## config.mk

```make
export PLATFORM = sky130hd
export DESIGN_NAME = http_chunked_body_deframer
export DESIGN_NICKNAME = d
export VERILOG_FILES = /design/src/hdl/hcbd_pkg.sv /design/src/hdl/hcbd_size_parse.sv /design/src/hdl/http_chunked_body_deframer.sv
export SDC_FILE = /design/constraint.sdc
export NUM_CORES = 1
export LEC_CHECK = 0
export ABC_AREA = 1
export BUFFER_PORTS_ARGS = -buffer_cell sky130_fd_sc_hd__buf_2
export CORE_UTILIZATION = 55
export DETAILED_ROUTE_END_ITERATION = 12
export GPL_ROUTABILITY_DRIVEN = 0
export PLACE_DENSITY = 0.84
export SYNTH_ARGS = -nofsm -noshare
export SYNTH_HDL_FRONTEND = slang
export SYNTH_SLANG_ARGS = --single-unit
```

## constraint.sdc

```tcl
create_clock -name clk -period 4.8 [get_ports clk]
set_input_delay 0.24 -clock clk [delete_from_list [all_inputs] [get_ports clk]]
set_output_delay 0.24 -clock clk [all_outputs]
set_load 0.005 [all_outputs]
```

## src/hdl/hcbd_pkg.sv

```systemverilog
package hcbd_pkg;

	// Field widths fixed by the interface
	localparam int BYTE_W  = 8;
	localparam int COUNT_W = 13;
	localparam int VALUE_W = 32;

	// Parameter defaults
	localparam int unsigned MAX_BODY_DEF        = 4096;
	localparam int unsigned SIZE_LINE_LIMIT_DEF = 49;

	localparam logic [COUNT_W-1:0] CAP_RESET = 13'd4096;

	// Frame phase codes
	localparam logic [2:0] PH_LINE  = 3'd0;
	localparam logic [2:0] PH_SKIP  = 3'd1;
	localparam logic [2:0] PH_DATA  = 3'd2;
	localparam logic [2:0] PH_TRAIL = 3'd3;
	localparam logic [2:0] PH_DONE  = 3'd4;

	// Size line parse steps
	localparam logic [2:0] PS_BLANK  = 3'd0;
	localparam logic [2:0] PS_SIGNED = 3'd1;
	localparam logic [2:0] PS_ZERO   = 3'd2;
	localparam logic [2:0] PS_PREFIX = 3'd3;
	localparam logic [2:0] PS_DIGITS = 3'd4;
	localparam logic [2:0] PS_STOP   = 3'd5;

	localparam logic [BYTE_W-1:0] CH_CR = 8'h0D;
	localparam logic [BYTE_W-1:0] CH_LF = 8'h0A;

	// Running state of the size line parser
	typedef struct packed {
		logic [2:0]         step;
		logic [VALUE_W-1:0] value;
		logic               negative;
	} parse_t;

	localparam parse_t PARSE_CLEAR = '{step: PS_BLANK, value: '0, negative: 1'b0};

endpackage

```

## src/hdl/hcbd_size_parse.sv

```systemverilog
module hcbd_size_parse
	import hcbd_pkg::*;
(
	input  parse_t            cur,
	input  logic [BYTE_W-1:0] ch,
	output parse_t            nxt
);

	logic             is_digit;
	logic [3:0]       digit;
	logic [VALUE_W-1:0] acc;
	logic             is_blank;
	logic             is_sign;
	logic             is_x;

	always_comb begin
		is_digit = 1'b1;
		digit    = 4'd0;
		if (ch >= 8'h30 && ch <= 8'h39) begin
			digit = 4'(ch - 8'h30);
		end else if (ch >= 8'h61 && ch <= 8'h66) begin
			digit = 4'(ch - 8'h57);
		end else if (ch >= 8'h41 && ch <= 8'h46) begin
			digit = 4'(ch - 8'h37);
		end else begin
			is_digit = 1'b0;
		end
	end

	// saturating shift-in of one hex digit
	assign acc = (cur.value > 32'h0FFF_FFFF) ? 32'hFFFF_FFFF : {cur.value[27:0], digit};

	assign is_blank = (ch == 8'h20) || (ch == 8'h09) || (ch == 8'h0B) || (ch == 8'h0C);
	assign is_sign  = (ch == 8'h2B) || (ch == 8'h2D);
	assign is_x     = (ch == 8'h78) || (ch == 8'h58);

	always_comb begin
		nxt = cur;
		case (cur.step)
			PS_BLANK, PS_SIGNED: begin
				if (cur.step == PS_BLANK && is_blank) begin
					nxt = cur;
				end else if (cur.step == PS_BLANK && is_sign) begin
					nxt.negative = (ch == 8'h2D);
					nxt.step     = PS_SIGNED;
				end else if (ch == 8'h30) begin
					nxt.step = PS_ZERO;
				end else if (is_digit) begin
					nxt.value = acc;
					nxt.step  = PS_DIGITS;
				end else begin
					nxt.step = PS_STOP;
				end
			end
			PS_ZERO: begin
				if (is_x) begin
					nxt.step = PS_PREFIX;
				end else if (is_digit) begin
					nxt.value = acc;
					nxt.step  = PS_DIGITS;
				end else begin
					nxt.step = PS_STOP;
				end
			end
			PS_PREFIX, PS_DIGITS: begin
				if (is_digit) begin
					nxt.value = acc;
					nxt.step  = PS_DIGITS;
				end else begin
					nxt.step = PS_STOP;
				end
			end
			default: begin
				nxt = cur;
			end
		endcase
	end

endmodule

```

## src/hdl/http_chunked_body_deframer.sv

```systemverilog
// Chunked HTTP body deframer. Feed the raw body one byte per item (mode 0);
// payload bytes come out with data_valid set and a running body_length, and
// one closing item reports finished (zero-size chunk or capacity reached) or
// failed (negative size, or a size line longer than SIZE_LINE_LIMIT chars).
// Size lines are read like strtol base 16: blanks, sign, optional 0x, digits,
// trailing junk ignored. After the end, bytes are swallowed until an item with
// mode 1 restarts the decoder. Apart from that closing item, framing bytes (size
// line, the byte after it and the two trailer bytes) produce no output item.
// Throughput is one byte per clock unless out_stall holds a waiting result;
// an input register is followed by the result register, with the full
// per-byte state update in between. When out_stall holds a waiting result,
// in_stall rises only once the input register is also occupied.
// cfg_wr_data sets the capacity (values above MAX_BODY act as MAX_BODY);
// write it only between bodies or while no item is in flight.
module http_chunked_body_deframer
	import hcbd_pkg::*;
#(
	parameter int unsigned MAX_BODY        = MAX_BODY_DEF,
	parameter int unsigned SIZE_LINE_LIMIT = SIZE_LINE_LIMIT_DEF
)
(
	input  logic               clk,
	input  logic               arst_n,

	input  logic               cfg_wr_en,
	input  logic [COUNT_W-1:0] cfg_wr_data,

	input  logic               in_valid,
	output logic               in_stall,
	input  logic               mode,
	input  logic [BYTE_W-1:0]  in_byte,

	output logic               out_valid,
	input  logic               out_stall,
	output logic               data_valid,
	output logic [BYTE_W-1:0]  out_byte,
	output logic               finished,
	output logic               failed,
	output logic [COUNT_W-1:0] body_length
);

	localparam int LINE_W = $clog2(SIZE_LINE_LIMIT + 1);

	// capacity register
	logic [COUNT_W-1:0] cap_q;

	// input stage
	logic              valid_s1;
	logic              mode_s1;
	logic [BYTE_W-1:0] byte_s1;

	// decoder state
	logic [2:0]         phase_q;
	parse_t             parse_q;
	logic [LINE_W-1:0]  line_chars_q;
	logic [1:0]         skip_left_q;
	logic [COUNT_W-1:0] chunk_left_q;
	logic [COUNT_W-1:0] delivered_q;

	// next state and result
	logic [2:0]         phase_d;
	parse_t             parse_d;
	parse_t             parse_char;
	logic [LINE_W-1:0]  line_chars_d;
	logic [1:0]         skip_left_d;
	logic [COUNT_W-1:0] chunk_left_d;
	logic [COUNT_W-1:0] delivered_d;
	logic               res_v;
	logic               res_data;
	logic [BYTE_W-1:0]  res_byte;
	logic               res_fin;
	logic               res_fail;

	logic               advance;
	logic               step_en;
	logic [COUNT_W-1:0] cap_eff;
	logic [COUNT_W-1:0] room;
	logic [COUNT_W-1:0] chunk_take;
	logic [COUNT_W-1:0] chunk_dec;
	logic [COUNT_W-1:0] deliv_inc;
	logic [1:0]         skip_dec;
	logic               is_eol;

	// pipeline moves whenever the result register is free or being drained
	assign advance  = !out_valid || !out_stall;
	assign in_stall = valid_s1 && !advance;
	assign step_en  = valid_s1 && advance;

	assign cap_eff = (32'(cap_q) > 32'(MAX_BODY)) ? COUNT_W'(MAX_BODY) : cap_q;

	always_ff @(posedge clk or negedge arst_n) begin
		if (!arst_n) begin
			cap_q <= CAP_RESET;
		end else if (cfg_wr_en) begin
			cap_q <= cfg_wr_data;
		end
	end

	always_ff @(posedge clk or negedge arst_n) begin
		if (!arst_n) begin
			valid_s1 <= 1'b0;
		end else if (!in_stall) begin
			valid_s1 <= in_valid;
		end
	end

	always_ff @(posedge clk) begin
		if (!in_stall && in_valid) begin
			mode_s1 <= mode;
			byte_s1 <= in_byte;
		end
	end

	hcbd_size_parse u_parse (
		.cur (parse_q),
		.ch  (byte_s1),
		.nxt (parse_char)
	);

	assign is_eol     = (byte_s1 == CH_CR) || (byte_s1 == CH_LF);
	assign room       = (cap_eff > delivered_q) ? cap_eff - delivered_q : '0;
	assign chunk_take = (parse_q.value < 32'(room)) ? parse_q.value[COUNT_W-1:0] : room;
	assign chunk_dec  = chunk_left_q - 1'b1;
	assign deliv_inc  = delivered_q + 1'b1;
	assign skip_dec   = (skip_left_q != 2'd0) ? skip_left_q - 2'd1 : skip_left_q;

	always_comb begin
		phase_d      = phase_q;
		parse_d      = parse_q;
		line_chars_d = line_chars_q;
		skip_left_d  = skip_left_q;
		chunk_left_d = chunk_left_q;
		delivered_d  = delivered_q;
		res_v        = 1'b0;
		res_data     = 1'b0;
		res_byte     = '0;
		res_fin      = 1'b0;
		res_fail     = 1'b0;

		if (mode_s1) begin
			// restart: everything but the capacity register
			phase_d      = PH_LINE;
			parse_d      = PARSE_CLEAR;
			line_chars_d = '0;
			skip_left_d  = '0;
			chunk_left_d = '0;
			delivered_d  = '0;
		end else begin
			case (phase_q)
				PH_LINE: begin
					if (is_eol) begin
						if (parse_q.value == '0) begin
							// zero chunk, minus zero included
							phase_d = PH_DONE;
							res_v   = 1'b1;
							res_fin = 1'b1;
						end else if (parse_q.negative) begin
							phase_d  = PH_DONE;
							res_v    = 1'b1;
							res_fail = 1'b1;
						end else begin
							phase_d = PH_SKIP;
						end
					end else if (line_chars_q >= LINE_W'(SIZE_LINE_LIMIT)) begin
						phase_d  = PH_DONE;
						res_v    = 1'b1;
						res_fail = 1'b1;
					end else begin
						line_chars_d = line_chars_q + 1'b1;
						parse_d      = parse_char;
					end
				end
				PH_SKIP: begin
					// chunk clipped to the room left under the capacity
					chunk_left_d = chunk_take;
					if (chunk_take == '0) begin
						phase_d = PH_DONE;
						res_v   = 1'b1;
						res_fin = 1'b1;
					end else begin
						phase_d = PH_DATA;
					end
				end
				PH_DATA: begin
					delivered_d  = deliv_inc;
					chunk_left_d = chunk_dec;
					res_v        = 1'b1;
					res_data     = 1'b1;
					res_byte     = byte_s1;
					if (chunk_dec == '0) begin
						if (deliv_inc >= cap_eff) begin
							phase_d = PH_DONE;
							res_fin = 1'b1;
						end else begin
							phase_d     = PH_TRAIL;
							skip_left_d = 2'd2;
						end
					end
				end
				PH_TRAIL: begin
					skip_left_d = skip_dec;
					if (skip_dec == 2'd0) begin
						phase_d      = PH_LINE;
						parse_d      = PARSE_CLEAR;
						line_chars_d = '0;
					end
				end
				default: begin
					// done: swallow bytes until restart
					phase_d = phase_q;
				end
			endcase
		end
	end

	always_ff @(posedge clk or negedge arst_n) begin
		if (!arst_n) begin
			phase_q      <= PH_LINE;
			parse_q      <= PARSE_CLEAR;
			line_chars_q <= '0;
			skip_left_q  <= '0;
			chunk_left_q <= '0;
			delivered_q  <= '0;
		end else if (step_en) begin
			phase_q      <= phase_d;
			parse_q      <= parse_d;
			line_chars_q <= line_chars_d;
			skip_left_q  <= skip_left_d;
			chunk_left_q <= chunk_left_d;
			delivered_q  <= delivered_d;
		end
	end

	// result register
	always_ff @(posedge clk or negedge arst_n) begin
		if (!arst_n) begin
			out_valid <= 1'b0;
		end else if (advance) begin
			out_valid <= step_en && res_v;
		end
	end

	always_ff @(posedge clk) begin
		if (step_en && res_v) begin
			data_valid  <= res_data;
			out_byte    <= res_byte;
			finished    <= res_fin;
			failed      <= res_fail;
			body_length <= delivered_d;
		end
	end

`ifndef SYNTHESIS
	a_stall_only_when_full: assert property (@(posedge clk) disable iff (!arst_n)
		in_stall |-> (valid_s1 && out_valid && out_stall))
		else $error("input stalled while pipeline has room");

	a_data_chunk_nonzero: assert property (@(posedge clk) disable iff (!arst_n)
		(phase_q == PH_DATA) |-> (chunk_left_q != '0))
		else $error("data phase with empty chunk");

	a_done_sticks: assert property (@(posedge clk) disable iff (!arst_n)
		(phase_q == PH_DONE && !(step_en && mode_s1)) |=> (phase_q == PH_DONE))
		else $error("left done without restart");

	a_result_from_step: assert property (@(posedge clk) disable iff (!arst_n)
		$rose(out_valid) |-> $past(step_en))
		else $error("result appeared without a processed item");

	a_fail_no_data: assert property (@(posedge clk) disable iff (!arst_n)
		(out_valid && failed) |-> (!data_valid && !finished && out_byte == '0))
		else $error("failed result carries data");
`endif

endmodule

```

-- After elaboration in Yosys (flattened, before gate mapping)
Cells that the tools add are included.
- mux-type cells: 66
- reduce and logical (&&, ||, !) cells: 42
- bitwise operators: 2
- order comparisons: 12
- add/sub/neg operators: 8
- equality and inequality tests: 32
- operators with widths (kind ; count):
    36-bit 2-to-1 mux ; 5
    32-bit 2-to-1 mux ; 5
    35-bit one-hot mux with 3 select lines ; 1
    13-bit 2-to-1 mux ; 6
    36-bit one-hot mux with 2 select lines ; 1
    8-bit by 4-bit equality test with 1-bit output, second input constant ; 5
    3-bit 2-to-1 mux ; 12
    8-bit by 6-bit equality test with 1-bit output, second input constant ; 4
    32-bit by 28-bit > comparator with 1-bit output, second input constant ; 1
    32-bit logical NOT ; 1
    32-bit by 13-bit < comparator with 1-bit output ; 1
    13-bit logical NOT ; 2
    13-bit one-hot mux with 2 select lines ; 1
    6-bit 2-to-1 mux ; 4
    4-bit != test, second input constant ; 5
    1-bit 2-to-1 mux ; 19
    3-bit != test, second input constant ; 6
    8-bit by 7-bit equality test with 1-bit output, second input constant ; 2
    8-bit by 7-bit >= comparator with 1-bit output, second input constant ; 2
    8-bit by 7-bit less-or-equal comparator with 1-bit output, second input constant ; 2
    13-bit by 1-bit adder with 13-bit output, second input constant ; 1
    13-bit >= comparator ; 1
    13-bit > comparator ; 1
    13-bit > comparator, second input constant ; 1
    other kinds (36) ; 73
- logic and storage cells: 180
- input bits: 27
- register bits: 121

-- Logic depth before layout (Yosys ltp)
Gate-level depths: netlist of run 1.
- word-level depth: 15
- mapped depth: 36

-- Cells and area by module
From an unflattened synthesis of run 1, not the netlist that was laid out.
- cells, all modules: 1168
- area total of the unflattened synthesis: 8386.8 µm²
- modules (own cells, without submodules) (module ; area an instance (µm²) ; sequential area each (µm²) ; cells each ; times used):
    http_chunked_body_deframer ; 7175.6 ; 3194.3 ; 922 ; 1
    hcbd_size_parse ; 1211.2 ; 0.0 ; 246 ; 1

-- Worst setup path before layout of run 1
Ideal clock, no wire load.
- path kind: reg-to-reg
- start point: register cap_q[11]
- end point: register body_length[0] (enable)
- setup slack: -0.338 ns
- required time: 4.421 ns
- path buffers: 1
- stages on the path, launching flop included: 34
- period minus slack after synthesis: 5.138 ns
- arrival time: 4.759 ns
- setup time: 0.379 ns
- cell sequence: dfrtp_1 nor4_1 nand3_1 o21ai_0 clkinv_1 nor2_1 ha_1 nand2_1 nor2_1 nand2_1 nand3_2 inv_1 o21ai_1 a21oi_1 o21ba_1 xor2_1 nor2_1 inv_1 ha_1 a21oi_1 o21ai_0 a2111o_1 nor2_4 nand2_4 buf_6 nand2_2 nand2_2 nor2_2 nand2_1 nor2_2 nand3_2 nand2_1 nand2_1 inv_1
- cells in the longest elaborated chain, start to end: 11
- ends and longest elaborated chain (item ; RTL line ; RTL):
    from (decl) ; http_chunked_body_deframer.sv:45 ; logic [COUNT_W-1:0] cap_q;
    from (signal assigned) ; http_chunked_body_deframer.sv:95 ; cap_q <= cfg_wr_data;
    13-bit > comparator ; http_chunked_body_deframer.sv:89 ; assign cap_eff = (32'(cap_q) > 32'(MAX_BODY)) ? COUNT_W'(MAX_BODY) : cap_q;
    13-bit 2-to-1 mux * ; http_chunked_body_deframer.sv:89 ;
    13-bit subtractor or 13-bit > comparator (tied branches) ; http_chunked_body_deframer.sv:121 ; assign room = (cap_eff > delivered_q) ? cap_eff - delivered_q : '0;
    13-bit 2-to-1 mux * ; http_chunked_body_deframer.sv:121 ;
    32-bit by 13-bit < comparator with 1-bit output ; http_chunked_body_deframer.sv:122 ; assign chunk_take = (parse_q.value < 32'(room)) ? parse_q.value[COUNT_W-1:0] : room;
    13-bit 2-to-1 mux * ; http_chunked_body_deframer.sv:122 ;
    13-bit logical NOT * ; http_chunked_body_deframer.sv:176 ; if (chunk_take == '0) begin
    1-bit 2-to-1 mux * ; http_chunked_body_deframer.sv:176 ;
    1-bit one-hot mux with 3 select lines * ; http_chunked_body_deframer.sv:149 ; case (phase_q)
    1-bit 2-to-1 mux * ; http_chunked_body_deframer.sv:140 ; if (mode_s1) begin
    1-bit logical AND * ; http_chunked_body_deframer.sv:244 ; if (step_en && res_v) begin
    to (signal assigned) ; http_chunked_body_deframer.sv:249 ; body_length <= delivered_d;
    to (decl) ; http_chunked_body_deframer.sv:39 ; output logic [COUNT_W-1:0] body_length
Every way passes the cells marked *; elsewhere a longest branch is shown, timed or not.
A chain may end at the register's enable or synchronous reset.

-- Final worst setup path of run 1
- start point: register cap_q[8]
- end point: register finished (enable)
- cells in the longest elaborated chain, start to end: 11
- ends and longest elaborated chain (item ; RTL line ; RTL):
    13-bit > comparator ; http_chunked_body_deframer.sv:89 ;
    13-bit 2-to-1 mux * ; http_chunked_body_deframer.sv:89 ;
    13-bit subtractor or 13-bit > comparator (tied branches) ; http_chunked_body_deframer.sv:121 ;
    13-bit 2-to-1 mux * ; http_chunked_body_deframer.sv:121 ;
    32-bit by 13-bit < comparator with 1-bit output ; http_chunked_body_deframer.sv:122 ;
    13-bit 2-to-1 mux * ; http_chunked_body_deframer.sv:122 ;
    13-bit logical NOT * ; http_chunked_body_deframer.sv:176 ;
    1-bit 2-to-1 mux * ; http_chunked_body_deframer.sv:176 ;
    1-bit one-hot mux with 3 select lines * ; http_chunked_body_deframer.sv:149 ;
    1-bit 2-to-1 mux * ; http_chunked_body_deframer.sv:140 ;
    1-bit logical AND * ; http_chunked_body_deframer.sv:244 ;
    to (signal assigned) ; http_chunked_body_deframer.sv:247 ; finished <= res_fin;
    to (decl) ; http_chunked_body_deframer.sv:37 ; output logic finished,
Marked as above.

==> run metrics, run 1 <==
status finished, violations left; failing checks setup timing; mux cell area share after synthesis 0%; synth unique cells 56; DRC Markers 0; initial antenna violation count 0; via count roughly 7,700; hold path start cfg_wr_data[6]; met3 WL around 2.1 mm; core area about 13,000 µm²; crit share post-route 113%; DR vias/cell 5.88; TritonCTS clock tree done; Congestion Overflow GR 0; post-synthesis register bit count around 120; Reg2Reg Depth 32; WHS Endpoint cap_q[6]$_DFFE_PN0P_; WL final approximately 23 mm; synthesized area 7720 µm²; most numerous cell in the Yosys netlist nand2_1; power share of the clock group a little under a third; Startpoint Class flip-flop; num rows 42; critical path class flip-flop to flip-flop; Synth area leader dfrtp_1; first-pass GRT wire length 34.3 mm; vias in the first global route 7,067; syn_nets 1,058; Final min period around 5400 ps; P_int ~0.0026 W; gr usage total between 30% and 40%; # nets final about 1,200; Comb power frac 33.3%; worst slew pin tran between 900 and 1000 ps; input/output buffers 52; largest net degree at the start of global routing 67; Reg area between 3000 and 4000 µm²; unrepaired setup endpoints after global routing true; CP max stage delay around 400 ps; Reg clk slew, reported paths about 60 ps; footprint of the multi-input gates around 4000 µm²; required time worst endpoint approximately 5000 ps; CP max FO 10; Die Ht around 120 µm; Area growth syn-to-layout 26.5%; Final WS setup -611 ps; post-detail-place hpwl about 13 mm; fin area 9760 µm²; Adder-Cell Fraction of Synth Area roughly 8.4%; Sw Ratio between 30% and 40%; Flop pwr share 35.3%; Worst path slowest cell dfrtp_1; Post-Synth Simple-Gate Area a little under a quarter; Worst Setup SP cap_q[8]$_DFFE_PN0P_; MaxCap Viol Count 0; Wirelength per Cell around 17 µm; pwr/cell area 424 nW/µm²; largest family of logic cells by synthesized area simple AND/OR/NAND/NOR gates; Fill cells between 900 and 1,000; maximum clock path buffer count 2; Layout Skew ~13 ps; P_sw between 0.0015 and 0.002 W; EDFF count, synth 33; worst vdd ir approximately 0.25 mV; Synth Area in Compound Gates 13.7%; Synth top area share between 20% and 30%; TritonCTS Buffers 17; R2R setup slack -610 ps; worst hold path class primary input to flip-flop; synth cell count leaders 174 x nand2_1, 160 x inv_1, 118 x nor2_1; Fmax around 180 MHz; worst rel slew slack approximately a third; sequential area share after synthesis between 40 and 50%; final setup vio count 28; CP Capture Type flip-flop; DP Worst Slack -283 ps; # IOs 53; initial core utilization roughly 57%; average cell area after synthesis between 7 and 8 µm²; Post-Synthesis Cells a little under 1,000; synth warn 0; initial DRC count 909; post-route ant nets 0; Worst R2R End finished$_SDFFCE_PP0P_; xor/xnor share of the synthesized area 2.95%; area of placed instances 8630 µm²; H-tree depth 4; Final Max Tran Viols 0; Final Hold Viols 0; layout cells sized above 1 between 20 and 25%; Die Wd around 120 µm; Leak between 4 and 5 nW; die area between 10,000 and 15,000 µm²; Detailed Routing Iterations Pass 1 6; ys flop type dfrtp_1; met1 WL just over 9 mm; Root Buffer clkbuf_16; Clock Sinks between 100 and 150; antenna cells 0; hold path depth 3; Arr. time, crit path approximately 5600 ps; reg2reg start cap_q[8]$_DFFE_PN0P_; WL met2 a little over 10 mm; asr flop ratio synth around 73%; clk_lat worst skew around 440 ps; top post-synthesis cells by area dfrtp_1 28%, edfxtp_1 13%, nand2_1 8.5%, ha_1 8.1%, inv_1 7.8%; Top Layer Used met4
-- layer usage --
| layer | up-vias | GRT usage (%) |
|---|---|---|
| met3 | 124 | 7.12 |
| met5 | - | 0 |
| met2 | 495 | 47.7 |
| met4 | 0 | 14.6 |
| met1 | 3541 | 40.0 |
| li1 | 3508 | - |
-- logic make-up after synthesis --
group	count (synthesis)
compound gates	178
xor+xnor	26
fa+ha+maj	51
buf+inv	199
flops	121
simple gates	405
-- final cells by class --
class | count | area share, %
Multi-Input combinational cell | 661 | 42.0
Sequential cell | 121 | 32.7
Timing Repair Buffer | 138 | 10.0
Inverter | 176 | 6.86
Clock buffer | 18 | 4.61
Tap cell | 176 | 2.26
Clock inverter | 14 | 1.46
Timing Repair inverter | 1 | 0.0897
-- critical path, delay by kind of cell, from the launching register on --
family	cells	cell delay, ps
simple gates	18	2330
buf+inv	7	970
fa+ha+maj	3	700
compound gates	4	680
flops	1	400
-- layout by cell type (no fill, tap or decap), types with 20 or more instances in the layout --
| master | n |
|---|---|
| a21oi_1 | 31 |
| inv_1 | 156 |
| o22ai_1 | 42 |
| nor2_1 | 102 |
| ha_1 | 38 |
| edfxtp_1 | 33 |
| buf_2 | 51 |
| nand2_2 | 20 |
| dfrtp_1 | 87 |
| buf_4 | 73 |
| nand3_1 | 33 |
| nand2_1 | 161 |
| o21ai_0 | 51 |
-- power by group through the flow --
stage	clock, W	sequential (W)	combinational [W]
2_1_floorplan	0	0.00138	0.000835
3_3_place_gp	0	0.00144	0.00111
3_5_place_dp	0	0.00145	0.00115
4_1_cts	0.00130	0.00144	0.00123
5_1_grt	0.00135	0.00148	0.00152
6_report	0.00130	0.00146	0.00138
-- registers in the layout (all words and copies together), names as in the netlist, 2 cells and up --
register      flops
parse_q          36
body_length      13
cap_q            13
chunk_left_q     13
delivered_q      13
byte_s1           8
out_byte          8
line_chars_q      6
phase_q           3
skip_left_q       2
-- how the worst max path moves through the flow --
stage | to | slack [ps] | cells after the start
6_report | finished$_SDFFCE_PP0P_ | -610 | 32
4_1_cts | body_length[8]$_DFFE_PP_ | -270 | 31
3_3_place_gp | body_length[11]$_DFFE_PP_ | -100 | 28
5_1_grt | data_valid$_SDFFCE_PP0P_ | -810 | 31
2_1_floorplan | body_length[0]$_DFFE_PP_ | 0.2 | 31
3_5_place_dp | body_length[10]$_DFFE_PP_ | -280 | 33
-- repair_timing --
| action | 4_1_cts | 5_1_grt |
|---|---|---|
| gates cloned | 3 | 0 |
| setup buffers | 8 | 5 |
| hold buffers | 10 | 0 |
| pin swaps | 2 | 12 |
| hold endpoints to repair | 31 | 0 |
| gates resized for setup | 32 | 38 |
| setup endpoints to repair | 26 | 41 |
-- through the flow --
stage               hold slack [ps]  power, W  utilization, %  std cells  TNS (ps)
finish                         4.07   0.00414            72.6       1305    -15450
global route                   18.4   0.00434            72.6       1305    -22600
CTS                            1.50   0.00396            71.0       1300     -6400
detailed placement              155   0.00259            64.1       1247     -6490
global placement                152   0.00255            64.1       1247     -2170
floorplan                     -55.6   0.00222               -        980         0
No activity file was read; power rests on OpenSTA's default activity.
==> inputs of run 2 (changes only) <==
- CORE_ASPECT_RATIO: unset -> 0.7
- GPL_ROUTABILITY_DRIVEN: 0 -> unset
==> run metrics, run 2 (synthesis gave the netlist of run 1 again) <==
unrepaired setup endpoints after global routing true (unchanged); Die Ht 101 µm (was 120 µm); Reg clk slew, reported paths 60 ps (about the same); Flop pwr share 34.8% (was 35.3%); antenna cells 0 (unchanged); largest net degree at the start of global routing 60 (was 67); CP max FO 8 (was 10); Congestion Overflow GR 0 (unchanged); gr usage total 31.3% (was 30.5%); die area 14,500 µm² (about the same); initial antenna violation count 0 (unchanged); core area 13,400 µm² (was 13,500 µm²); Sw Ratio 37.5% (was 37.0%); final core utilization 73.9% (was 72.6%); Area growth syn-to-layout 28.4% (was 26.5%); Final Max Tran Viols 0 (unchanged); Detailed Routing Iterations Pass 1 6 (unchanged); Arr. time, crit path 5780 ps (was 5560 ps); Final WS setup -826 ps (was -611 ps); initial DRC count 1,093 (was 909); Final Hold Viols 0 (unchanged); maximum clock path buffer count 2 (unchanged); P_sw 0.00158 W (was 0.00153 W); crit share post-route 117% (was 113%); failing checks setup timing (unchanged); Clock Sinks 121 (unchanged); Startpoint Class flip-flop (unchanged); clk_lat worst skew 440 ps (about the same); Comb power frac 34.1% (was 33.3%); worst slew pin tran 944 ps (was 986 ps); # nets final 1,202 (was 1,194); CP max stage delay 420 ps (was 400 ps); Fmax 178 MHz (was 185 MHz); WL final 22.9 mm (was 22.7 mm); layout cells sized above 1 26.2% (was 24.6%); status finished, violations left (unchanged); num rows 35 (was 42); Leak 4.72 nW (was 4.67 nW); Top cell by count, worst path nand2_2; Final min period 5630 ps (was 5410 ps); input/output buffers 52 (unchanged); Layout Skew 9.16 ps (was 13.2 ps); P_int 0.00263 W (was 0.00261 W); final setup vio count 40 (was 28); DRC Markers 0 (unchanged); vias in the first global route 6,968 (was 7,067); H-tree depth 4 (unchanged); via count 7,734 (was 7,668); DR vias/cell 5.85 (was 5.88); # IOs 53 (unchanged); required time worst endpoint 4950 ps (about the same); most flop-heavy register parse_q (unchanged); Root Buffer clkbuf_16 (unchanged); MaxCap Viol Count 0 (unchanged); CP Capture Type flip-flop (unchanged); worst-case hold slack 6.60 ps (was 4.07 ps); Die Wd 144 µm (was 120 µm); post-route ant nets 0 (unchanged); pwr/cell area 425 nW/µm² (was 424 nW/µm²); Wirelength per Cell 17.3 µm (was 17.4 µm); commonest cells after routing, fill and taps aside 156 x inv_1, 153 x nand2_1, 107 x nor2_1, 87 x dfrtp_1, 78 x buf_4 (was 161 x nand2_1, 156 x inv_1, 102 x nor2_1, 87 x dfrtp_1, 73 x buf_4); Total Power 0.00421 W (was 0.00414 W); power share of the clock group 31.1% (was 31.4%); worst rel slew slack 37.0% (was 34.1%); first-pass GRT wire length 34.9 mm (was 34.3 mm); Worst path slowest cell a2111o_1 (was dfrtp_1); commonest non-fill, non-tap cell in the layout inv_1 (was nand2_1); critical path class flip-flop to flip-flop (unchanged); Final Wtd Congestion 0.943; post-detail-place hpwl 14.3 mm (was 13.4 mm); TritonCTS clock tree done (unchanged); worst hold path class primary input to flip-flop (unchanged); initial core utilization 57.6% (was 57.4%); TritonCTS Buffers 17 (unchanged); worst vdd ir 0.351 mV (was 0.253 mV); max reg flops 36 (unchanged)
run 2: cell count changes in the layout (fill, tap and decap cells not counted), sizes merged:
cell         change
clkinv           +2
clkinvlp         -2
dlygate4sd3      -1
clkbuf           +1
bufinv           -1
buf              +9
run 2: what timing repair did:
item,in CTS,in global routing
endpoints found under the hold margin,36,0
buffers inserted,16,7
cloned,2,2
gates resized for setup,42,46
pin swaps,12,17
endpoints found under the setup margin,28,41
hold buffers,9,0
run 2: layer usage:
| layer | routed length [µm] | track usage, % |
|---|---|---|
| met3 | 2450 | 8.36 |
| met5 | 0 | 0 |
| met2 | 9900 | 44.8 |
| met4 | 715 | 10.7 |
| met1 | 9830 | 45.7 |
run 2: per-stage QoR:
| stage | instances | cell area, µm² | setup slack (ps) | setup TNS [ps] |
|---|---|---|---|---|
| 6_report | 1322 | 9900 | -826 | -22820 |
| 5_1_grt | 1322 | 9900 | -971 | -29430 |
| 4_1_cts | 1314 | 9650 | -288 | -6690 |
| 3_5_place_dp | 1255 | 8620 | -423 | -10330 |
| 3_3_place_gp | 1255 | 8620 | -195 | -4560 |
| 2_1_floorplan | 980 | 7780 | 0.197 | 0 |
run 2: final timing paths:
kind                       slack [ps]                        start                     endpoint  cells past startpoint
min in group asynchronous         280                       arst_n  delivered_q[12]$_DFFE_PN0P_                      2
setup / recovery                 -830         cap_q[8]$_DFFE_PN0P_         failed$_SDFFCE_PN0P_                     35
hold / removal                      7               cfg_wr_data[6]         cap_q[6]$_DFFE_PN0P_                      3
hold reg to reg                   520  line_chars_q[5]$_DFFE_PN0P_  line_chars_q[5]$_DFFE_PN0P_                      2
max in group asynchronous        3410                       arst_n      parse_q[13]$_DFFE_PN0P_                      3
setup reg to reg                 -830         cap_q[8]$_DFFE_PN0P_         failed$_SDFFCE_PN0P_                     35
run 2: cell type report:
| cell class | count | area (µm²) |
|---|---|---|
| fill | 882 | 3500 |
| clock inverter | 13 | 133 |
| tap | 185 | 231 |
| multi-input combinational | 661 | 4130 |
| clock buffer | 19 | 475 |
| timing repair buffer | 146 | 1060 |
| sequential | 121 | 3190 |
| timing repair inverter | 1 | 16.3 |
| inverter | 176 | 669 |
run 2: worst max-delay path, delay by kind of cell, from the launching register on:
| family | cells | cell delay [ps] |
|---|---|---|
| buffers and inverters | 7 | 900 |
| AND/OR/NAND/NOR | 18 | 2140 |
| flip-flops | 1 | 390 |
| XOR/XNOR | 1 | 140 |
| adder cells (fa/ha/maj) | 2 | 390 |
| AO/OA/AOI/OAI | 7 | 1340 |
run 2: power groups by stage:
| stage | Sequential [W] | Combinational (W) | Clock, W |
|---|---|---|---|
| detailed placement | 0.00145 | 0.00117 | 0 |
| finish | 0.00146 | 0.00144 | 0.00131 |
| floorplan | 0.00138 | 0.000835 | 0 |
| CTS | 0.00144 | 0.00129 | 0.00131 |
| global route | 0.00148 | 0.00157 | 0.00136 |
| global placement | 0.00144 | 0.00112 | 0 |
